### src/rtl/u64alu_pkg.sv
`default_nettype none

package u64alu_pkg;

    // 64-bit data word shared by the top level and the multiplier
    typedef logic [63:0] word_t;

    // operation selector codes
    localparam logic [3:0] FUNC_ADD = 4'd0;
    localparam logic [3:0] FUNC_SUB = 4'd1;
    localparam logic [3:0] FUNC_MUL = 4'd2;
    localparam logic [3:0] FUNC_DIV = 4'd3;
    localparam logic [3:0] FUNC_MOD = 4'd4;
    localparam logic [3:0] FUNC_NEG = 4'd5;
    localparam logic [3:0] FUNC_POW = 4'd6;
    localparam logic [3:0] FUNC_EQ  = 4'd7;
    localparam logic [3:0] FUNC_LT  = 4'd8;
    localparam logic [3:0] FUNC_LE  = 4'd9;

    // handshake between the sequencer and the multiplier
    typedef struct packed {
        logic start;
    } mul_ctl_t;

    typedef struct packed {
        logic done;
    } mul_stat_t;

endpackage

`default_nettype wire

### src/rtl/uint64_integer_alu_unit.sv
// div and mod produce one quotient bit per cycle;
// pow: for each exponent bit, the accumulator is multiplied if the bit is set, then the base is squared;
// the squaring after the top exponent bit is skipped
// throughput: one item at a time, busy drops as the result is registered, next item at done
// reset: rst_n clears the sequencer and the done strobe, data registers are not reset
// the result is on the ports for one cycle with done high; the receiver cannot stall
`default_nettype none

module uint64_integer_alu_unit (
    input  wire logic              clk,
    input  wire logic              rst_n,
    input  wire logic              start,
    output logic                   busy,
    input  wire logic [3:0]        func,
    input  wire u64alu_pkg::word_t operand_a,
    input  wire u64alu_pkg::word_t operand_b,
    output logic                   done,
    output u64alu_pkg::word_t      result_value,
    output logic                   divide_by_zero
);
    import u64alu_pkg::*;

    // sequencer states, one-hot
    typedef enum logic [7:0] {
        ST_IDLE      = 8'b0000_0001,
        ST_EXEC      = 8'b0000_0010,
        ST_DIV       = 8'b0000_0100,
        ST_MUL_ISSUE = 8'b0000_1000,
        ST_MUL_WAIT  = 8'b0001_0000,
        ST_POW_STEP  = 8'b0010_0000,
        ST_POW_ACC   = 8'b0100_0000,
        ST_POW_SQ    = 8'b1000_0000
    } state_t;

    state_t      state_reg;
    state_t      state_next;

    // a_reg: operand a, power base, dividend shifting out / quotient shifting in
    // b_reg: operand b, divisor, exponent shifting right
    // acc_reg: power accumulator, multiplicand, partial remainder
    logic [3:0]  func_reg;
    logic [3:0]  func_next;
    word_t       a_reg;
    word_t       a_next;
    word_t       b_reg;
    word_t       b_next;
    word_t       acc_reg;
    word_t       acc_next;
    logic [5:0]  count_reg;
    logic [5:0]  count_next;

    word_t       result_reg;
    word_t       result_next;
    logic        dz_reg;
    logic        dz_next;
    logic        done_reg;
    logic        done_next;

    // shared add/subtract unit, 65-bit operands and a 66-bit result so the borrow is visible
    logic [64:0] add_x;
    logic [64:0] add_y;
    logic        add_sub;
    logic [65:0] add_res;
    logic        borrow;
    logic        is_zero;

    // multiplier interface
    mul_ctl_t    mul_ctl;
    mul_stat_t   mul_stat;
    logic        mul_use_acc;
    word_t       mul_x;
    word_t       mul_product;

    logic        accept;

    assign accept = start && !busy;
    assign busy   = (state_reg != ST_IDLE);

    assign add_res = add_sub ? ({1'b0, add_x} - {1'b0, add_y})
                             : ({1'b0, add_x} + {1'b0, add_y});
    assign borrow  = add_res[65];
    assign is_zero = (add_res[63:0] == 64'd0);

    assign mul_x = mul_use_acc ? acc_reg : a_reg;

    u64alu_mul u_mul (
        .clk     (clk),
        .rst_n   (rst_n),
        .ctl     (mul_ctl),
        .x       (mul_x),
        .y       (a_reg),
        .stat    (mul_stat),
        .product (mul_product)
    );

    // adder operand selection
    always_comb
    begin
        add_x   = {1'b0, a_reg};
        add_y   = {1'b0, b_reg};
        add_sub = 1'b1;
        if (state_reg == ST_DIV)
        begin
            // shift next dividend bit into the partial remainder, try the divisor
            add_x = {acc_reg, a_reg[63]};
        end
        else if (func_reg == FUNC_ADD)
        begin
            add_sub = 1'b0;
        end
        else if (func_reg == FUNC_NEG)
        begin
            add_x = 65'd0;
            add_y = {1'b0, a_reg};
        end
    end

    // sequencer
    always_comb
    begin
        state_next  = state_reg;
        func_next   = func_reg;
        a_next      = a_reg;
        b_next      = b_reg;
        acc_next    = acc_reg;
        count_next  = count_reg;
        result_next = result_reg;
        dz_next     = dz_reg;
        done_next   = 1'b0;
        mul_ctl     = '0;
        mul_use_acc = 1'b0;

        unique case (state_reg)
            ST_IDLE:
            begin
                if (accept)
                begin
                    func_next  = func;
                    a_next     = operand_a;
                    b_next     = operand_b;
                    acc_next   = 64'd0;
                    count_next = 6'd0;
                    state_next = ST_EXEC;
                    if ((func == FUNC_DIV || func == FUNC_MOD) && operand_b != 64'd0)
                    begin
                        state_next = ST_DIV;
                    end
                    else if (func == FUNC_MUL)
                    begin
                        // multiplicand in acc, multiplier in a
                        acc_next   = operand_a;
                        a_next     = operand_b;
                        state_next = ST_MUL_ISSUE;
                    end
                    else if (func == FUNC_POW && operand_b != 64'd0)
                    begin
                        acc_next   = 64'd1;
                        state_next = ST_POW_STEP;
                    end
                end
            end

            ST_EXEC:
            begin
                dz_next     = 1'b0;
                result_next = 64'd0;
                unique case (func_reg)
                    FUNC_ADD, FUNC_SUB, FUNC_NEG: result_next = add_res[63:0];
                    FUNC_DIV:
                    begin
                        // only reached with a zero divisor
                        result_next = '1;
                        dz_next     = 1'b1;
                    end
                    FUNC_MOD:
                    begin
                        result_next = a_reg;
                        dz_next     = 1'b1;
                    end
                    FUNC_POW: result_next = 64'd1;
                    FUNC_EQ:  result_next = {63'd0, is_zero};
                    FUNC_LT:  result_next = {63'd0, borrow};
                    FUNC_LE:  result_next = {63'd0, borrow || is_zero};
                    default:  result_next = 64'd0;
                endcase
                done_next  = 1'b1;
                state_next = ST_IDLE;
            end

            ST_DIV:
            begin
                // restoring division, one quotient bit per cycle
                a_next = {a_reg[62:0], !borrow};
                if (!borrow)
                begin
                    acc_next = add_res[63:0];
                end
                else
                begin
                    acc_next = {acc_reg[62:0], a_reg[63]};
                end
                count_next = count_reg + 6'd1;
                if (count_reg == 6'd63)
                begin
                    result_next = (func_reg == FUNC_DIV) ? a_next : acc_next;
                    dz_next     = 1'b0;
                    done_next   = 1'b1;
                    state_next  = ST_IDLE;
                end
            end

            ST_MUL_ISSUE:
            begin
                mul_ctl.start = 1'b1;
                mul_use_acc   = 1'b1;
                state_next    = ST_MUL_WAIT;
            end

            ST_MUL_WAIT:
            begin
                if (mul_stat.done)
                begin
                    result_next = mul_product;
                    dz_next     = 1'b0;
                    done_next   = 1'b1;
                    state_next  = ST_IDLE;
                end
            end

            ST_POW_STEP:
            begin
                // exponent is nonzero here
                mul_ctl.start = 1'b1;
                if (b_reg[0])
                begin
                    mul_use_acc = 1'b1;
                    state_next  = ST_POW_ACC;
                end
                else
                begin
                    state_next = ST_POW_SQ;
                end
            end

            ST_POW_ACC:
            begin
                if (mul_stat.done)
                begin
                    acc_next = mul_product;
                    if (b_reg[63:1] == 63'd0)
                    begin
                        // no higher exponent bits, skip the last squaring
                        result_next = mul_product;
                        dz_next     = 1'b0;
                        done_next   = 1'b1;
                        state_next  = ST_IDLE;
                    end
                    else
                    begin
                        mul_ctl.start = 1'b1;
                        state_next    = ST_POW_SQ;
                    end
                end
            end

            ST_POW_SQ:
            begin
                if (mul_stat.done)
                begin
                    a_next     = mul_product;
                    b_next     = {1'b0, b_reg[63:1]};
                    state_next = ST_POW_STEP;
                end
            end

            default:
            begin
                state_next = ST_IDLE;
            end
        endcase
    end

    always_ff @(posedge clk or negedge rst_n)
    begin
        if (!rst_n)
        begin
            state_reg <= ST_IDLE;
            done_reg  <= 1'b0;
            count_reg <= 6'd0;
        end
        else
        begin
            state_reg <= state_next;
            done_reg  <= done_next;
            count_reg <= count_next;
        end
    end

    always_ff @(posedge clk)
    begin
        func_reg   <= func_next;
        a_reg      <= a_next;
        b_reg      <= b_next;
        acc_reg    <= acc_next;
        result_reg <= result_next;
        dz_reg     <= dz_next;
    end

    assign done           = done_reg;
    assign result_value   = result_reg;
    assign divide_by_zero = dz_reg;

endmodule

`default_nettype wire

### src/rtl/u64alu_mul.sv
`default_nettype none

module u64alu_mul (
    input  wire logic                 clk,
    input  wire logic                 rst_n,
    input  wire u64alu_pkg::mul_ctl_t ctl,
    input  wire u64alu_pkg::word_t    x,
    input  wire u64alu_pkg::word_t    y,
    output u64alu_pkg::mul_stat_t     stat,
    output u64alu_pkg::word_t         product
);
    import u64alu_pkg::*;

    // step codes of the partial product sequence, one-hot
    typedef enum logic [3:0] {
        STEP_LL  = 4'b0001,
        STEP_LH  = 4'b0010,
        STEP_HL  = 4'b0100,
        STEP_SUM = 4'b1000
    } step_t;

    word_t       x_reg;
    word_t       y_reg;
    word_t       prod_reg;
    word_t       prod_next;
    word_t       acc_reg;
    word_t       acc_next;
    step_t       step_reg;
    step_t       step_next;
    logic        run_reg;
    logic        run_next;
    logic [31:0] mul_lhs;
    logic [31:0] mul_rhs;
    word_t       shifted_prod;

    // 32x32 partial products, high half of the cross terms falls off mod 2^64
    assign mul_lhs      = (step_reg == STEP_HL) ? x_reg[63:32] : x_reg[31:0];
    assign mul_rhs      = (step_reg == STEP_LH) ? y_reg[63:32] : y_reg[31:0];
    assign shifted_prod = {prod_reg[31:0], 32'd0};

    assign product   = acc_reg + shifted_prod;
    assign stat.done = run_reg && (step_reg == STEP_SUM);

    always_comb
    begin
        prod_next = prod_reg;
        acc_next  = acc_reg;
        step_next = step_reg;
        run_next  = run_reg;
        if (run_reg)
        begin
            unique case (step_reg)
                STEP_LL:
                begin
                    prod_next = word_t'(mul_lhs) * word_t'(mul_rhs);
                    step_next = STEP_LH;
                end
                STEP_LH:
                begin
                    acc_next  = prod_reg;
                    prod_next = word_t'(mul_lhs) * word_t'(mul_rhs);
                    step_next = STEP_HL;
                end
                STEP_HL:
                begin
                    acc_next  = acc_reg + shifted_prod;
                    prod_next = word_t'(mul_lhs) * word_t'(mul_rhs);
                    step_next = STEP_SUM;
                end
                default:
                begin
                    run_next = 1'b0;
                end
            endcase
        end
        if (ctl.start)
        begin
            run_next  = 1'b1;
            step_next = STEP_LL;
        end
    end

    always_ff @(posedge clk or negedge rst_n)
    begin
        if (!rst_n)
        begin
            run_reg  <= 1'b0;
            step_reg <= STEP_LL;
        end
        else
        begin
            run_reg  <= run_next;
            step_reg <= step_next;
        end
    end

    always_ff @(posedge clk)
    begin
        if (ctl.start)
        begin
            x_reg <= x;
            y_reg <= y;
        end
        prod_reg <= prod_next;
        acc_reg  <= acc_next;
    end

endmodule

`default_nettype wire
### config.mk
export PLATFORM = sky130hd
export DESIGN_NAME = uint64_integer_alu_unit
export DESIGN_NICKNAME = d
export VERILOG_FILES = /design/src/rtl/u64alu_pkg.sv /design/src/rtl/uint64_integer_alu_unit.sv /design/src/rtl/u64alu_mul.sv
export SDC_FILE = /design/constraint.sdc
export NUM_CORES = 2
export LEC_CHECK = 0
export BUFFER_PORTS_ARGS = -buffer_cell sky130_fd_sc_hd__clkbuf_2
export CORE_MARGIN = 1.5
export CORE_UTILIZATION = 35
export CTS_CLUSTER_SIZE = 24
export DETAILED_ROUTE_END_ITERATION = 6
export PLACE_DENSITY_LB_ADDON = 0.05
export SYNTH_ARGS = -nofsm -noshare
export SYNTH_HDL_FRONTEND = slang
export SYNTH_HIERARCHICAL = 1
export SYNTH_SLANG_ARGS = --single-unit
### constraint.sdc
create_clock -name clk -period 12.9 [get_ports clk]
set_input_delay 2.58 -clock clk [delete_from_list [all_inputs] [get_ports clk]]
set_output_delay 2.58 -clock clk [all_outputs]
set_load 0.02 [all_outputs]
==> tab_implementation.tex <==
\begin{tabular}{lr}
\hline
Metric & Value \\
\hline
\multicolumn{2}{l}{\textbf{Run status}} \\
\quad Status & finished, violations left \\
\quad Violated checks & max-capacitance violations \\
\multicolumn{2}{l}{\textbf{Clocking}} \\
\quad Longest Clk Path Bufs & 3 \\
\quad Count of instances resized after the clock tree is built & 0 \\
\quad Number of hold-repair buffers added at the cts stage & 0 \\
\quad Number of clock sinks & 537 \\
\quad Clock transition at the registers of the reported paths & 0.06 ns \\
\quad Clock root cell & clkbuf\_16 \\
\quad Clock tree from TritonCTS & built \\
\quad CTS H-Tree Depth & 3 \\
\quad Number of buffers added for setup after CTS & 0 \\
\quad Latest clock arrival within the worst-skew pair & 0.69 ns \\
\quad Inserted Clock Buffers & 69 \\
\multicolumn{2}{l}{\textbf{Die}} \\
\quad Height of the die & 442 µm \\
\quad Ports placed on the boundary & 202 \\
\quad Num rows & 161 \\
\quad Area of the die & 196000 µm² \\
\quad Placeable Area & 192000 µm² \\
\quad Effective utilization at floorplan & 35.1\% \\
\quad Die Wd & 442 µm \\
\multicolumn{2}{l}{\textbf{Timing}} \\
\quad Worst-Margin Slew & 1.47 ns \\
\quad Final Cycle Share & 86.6\% \\
\quad Final setup vio count & 0 \\
\quad Setup repair after global routing missed its margin & false \\
\quad Post-layout minimum cycle time & 11.17 ns \\
\quad Worst slew margin & 1.24\% \\
\quad Final sum of negative setup slack & 0 ns \\
\quad Max Clock Freq & 0.0895 GHz \\
\quad Clock skew & 0.0731 ns \\
\quad Number of failing hold endpoints at the final stage & 0 \\
\quad Max-slew violation count & 0 \\
\multicolumn{2}{l}{\textbf{Detailed routing}} \\
\quad Initial DRC Count & 5336 \\
\quad Count of vias placed by the detailed router & 56800 \\
\quad Detailed Route WL & 315000 µm \\
\quad Count of antenna-violating nets left after detailed routing & 0 \\
\quad Average routed wire per standard cell & 31.4 µm \\
\quad Detailed-router iteration count before antenna repair & 7 \\
\quad Average vias per placed instance & 5.67 \\
\quad Residual DRC & 0 \\
\multicolumn{2}{l}{\textbf{Setup path}} \\
\quad Arrival time at the worst endpoint & 11.60 ns \\
\quad Critical path class & reg -> reg \\
\quad Critical Path Source Type & flip-flop \\
\quad Critical path capture point type & flip-flop \\
\quad Slowest CP cell & and2\_1 \\
\quad Kind of cell adding the most delay to the critical path & adder cells \\
\quad Max FO, Critical Path & 34 \\
\quad Worst path max stage delay & 0.95 ns \\
\quad Buffers \& Inverters on Critical Path & 5 \\
\quad Data required time of the critical path & 13.33 ns \\
\quad CP dominant cell by count & fa\_1 \\
\multicolumn{2}{l}{\textbf{Synth}} \\
\quad Synthesized area per cell & 8.99 µm² \\
\quad Mapped cell area & 67500 µm² \\
\quad Area share of the leading cell type in the synthesized netlist & 26.6\% \\
\quad Number of enable-type register cells in the synthesized netlist & 517 \\
\quad Post-Syn Nets & 8905 \\
\quad Top post-synthesis cells by area & fa\_1, edfxtp\_1, nand2\_1 \\
\quad Async set or reset register ratio after synthesis & 3.72\% \\
\quad Share of synthesized area occupied by flip-flops and latches & 23.7\% \\
\quad Library cell occupying the most area in the post-synthesis netlist & fa\_1 \\
\quad Yosys warns & 6 \\
\quad Number of distinct standard cells referenced by the synthesized netlist & 91 \\
\quad Synthesized instance count & 7512 \\
\quad Most instantiated flip-flop cell in the synthesis netlist & edfxtp\_1 \\
\quad Post-synthesis register bit count & 537 \\
\multicolumn{2}{l}{\textbf{Global routing}} \\
\quad Pin count of the biggest net entering global routing & 70 \\
\quad Global-route wire length before repair & 449000 µm \\
\quad Via count of the first global-routing pass & 57800 \\
\quad Grt total ovfl & 0 \\
\quad Number of antenna violations at the first check in global routing & 20 \\
\quad Overall track demand over capacity in global routing & 32.1\% \\
\multicolumn{2}{l}{\textbf{Place}} \\
\quad Post-DP HPWL & 252000 µm \\
\quad Post-detailed-placement cell area & 71100 µm² \\
\quad Final weighted congestion in routability-driven placement & 0.966 \\
\quad Post-Place Cells & 9899 \\
\quad Input/output buffers & 201 \\
\multicolumn{2}{l}{\textbf{Final layout}} \\
\quad Area growth syn-to-layout & 8.93\% \\
\quad Fill cell instance count of the final layout & 19700 \\
\quad Register cell area after layout & 16000 µm² \\
\quad Area of the multi-input gates & 46100 µm² \\
\quad Share of cells above drive strength 1 & 8.95\% \\
\quad Final core utilization & 38.3\% \\
\quad Most frequent cells in the layout & nand2\_1, inv\_1, fa\_1 \\
\quad Cell area after layout & 73600 µm² \\
\quad Non-filler cells, final & 10000 \\
\quad Most common cell after layout, fill and taps aside & nand2\_1 \\
\quad Layout Nets & 8837 \\
\multicolumn{2}{l}{\textbf{Run}} \\
\quad Max\_cap viols & 1 \\
\multicolumn{2}{l}{\textbf{Min path}} \\
\quad Type of the most critical hold path & reg -> reg \\
\hline
\end{tabular}
final timing paths:
kind,slack [ns],endpoint,depth (start not counted),startpoint
hold reg to reg,0.54,count_reg[0]$_DFFE_PN0P_,1,count_reg[0]$_DFFE_PN0P_
setup reg to reg,1.73,u_mul/prod_reg[63]$_DFFE_PP_,28,u_mul/step_reg[1]$_DFFE_PN0P_
max in group asynchronous,10.30,u_mul/step_reg[1]$_DFFE_PN0P_,1,rst_n
setup / recovery,1.73,u_mul/prod_reg[63]$_DFFE_PP_,28,u_mul/step_reg[1]$_DFFE_PN0P_
min in group asynchronous,2.01,count_reg[0]$_DFFE_PN0P_,1,rst_n
hold / removal,0.54,count_reg[0]$_DFFE_PN0P_,1,count_reg[0]$_DFFE_PN0P_
worst reg2reg max path, delay by kind of cell (launching register included):
kind / cells / cell delay, ns
buffers and inverters: 5 / 0.78
adder cells (fa/ha/maj): 9 / 4.67
flip-flops: 1 / 0.42
AO/OA/AOI/OAI: 7 / 2.53
AND/OR/NAND/NOR: 7 / 2.56
area by class of cell:
cell class              instances  area share [%]
well taps                    2526            4.30
repair buffers                356            2.97
diodes                          8          0.0272
clock buffers                  78            2.45
multi-input cells            5510            62.7
inverters                     970            4.95
clock inverters                48           0.813
flip-flops and latches        537            21.8
per-layer routing:
layer / track usage [%] / vias to the layer above / wire length (µm)
li1: - / 24700 / -
met5: 0 / - / 27
met1: 45.6 / 29500 / 140000
met4: 11.5 / 4 / 12700
met2: 50.3 / 2297 / 142000
met3: 4.02 / 381 / 20600
logic make-up after synthesis:
family | after synthesis | share of synthesized area [%]
muxes | 260 | 4.06
and+or+nand+nor | 2615 | 16.4
xor gates and xnor gates | 212 | 2.76
AOI/OAI and AO/OA | 1165 | 11.3
DFF | 537 | 23.7
adders and majority gates | 1258 | 33.3
buffers and inverters | 1465 | 8.46
stage by stage:
stage / setup slack (ns) / hold WS (ns)
after floorplan: 3.98 / 0.424
after global placement: 1.67 / 0.518
after detailed placement: 1.73 / 0.521
after CTS: 1.70 / 0.539
after global routing: 1.14 / 0.569
final: 1.73 / 0.540
Yosys cell counts (all sizes together), types with 29 or more instances:
cell type and n:
o21ai 282, and2 48, o21bai 31, nor3 107, fa 898, a221oi 94
nand4 52, mux2 112, ha 360, a22oi 71, mux2i 148, xnor2 130
a21oi 331, nor2 830, edfxtp 517, nand3 111, o211ai 29, a31oi 41
nor2b 50, a221o 67, xor2 82, nand2 1234, inv 970, nor4 50
buf 91, clkbuf 404, a21o 74
Power is left out: the tool's default activity adds up to more than one toggle a clock period on the data nets, which glitch-free logic cannot reach.
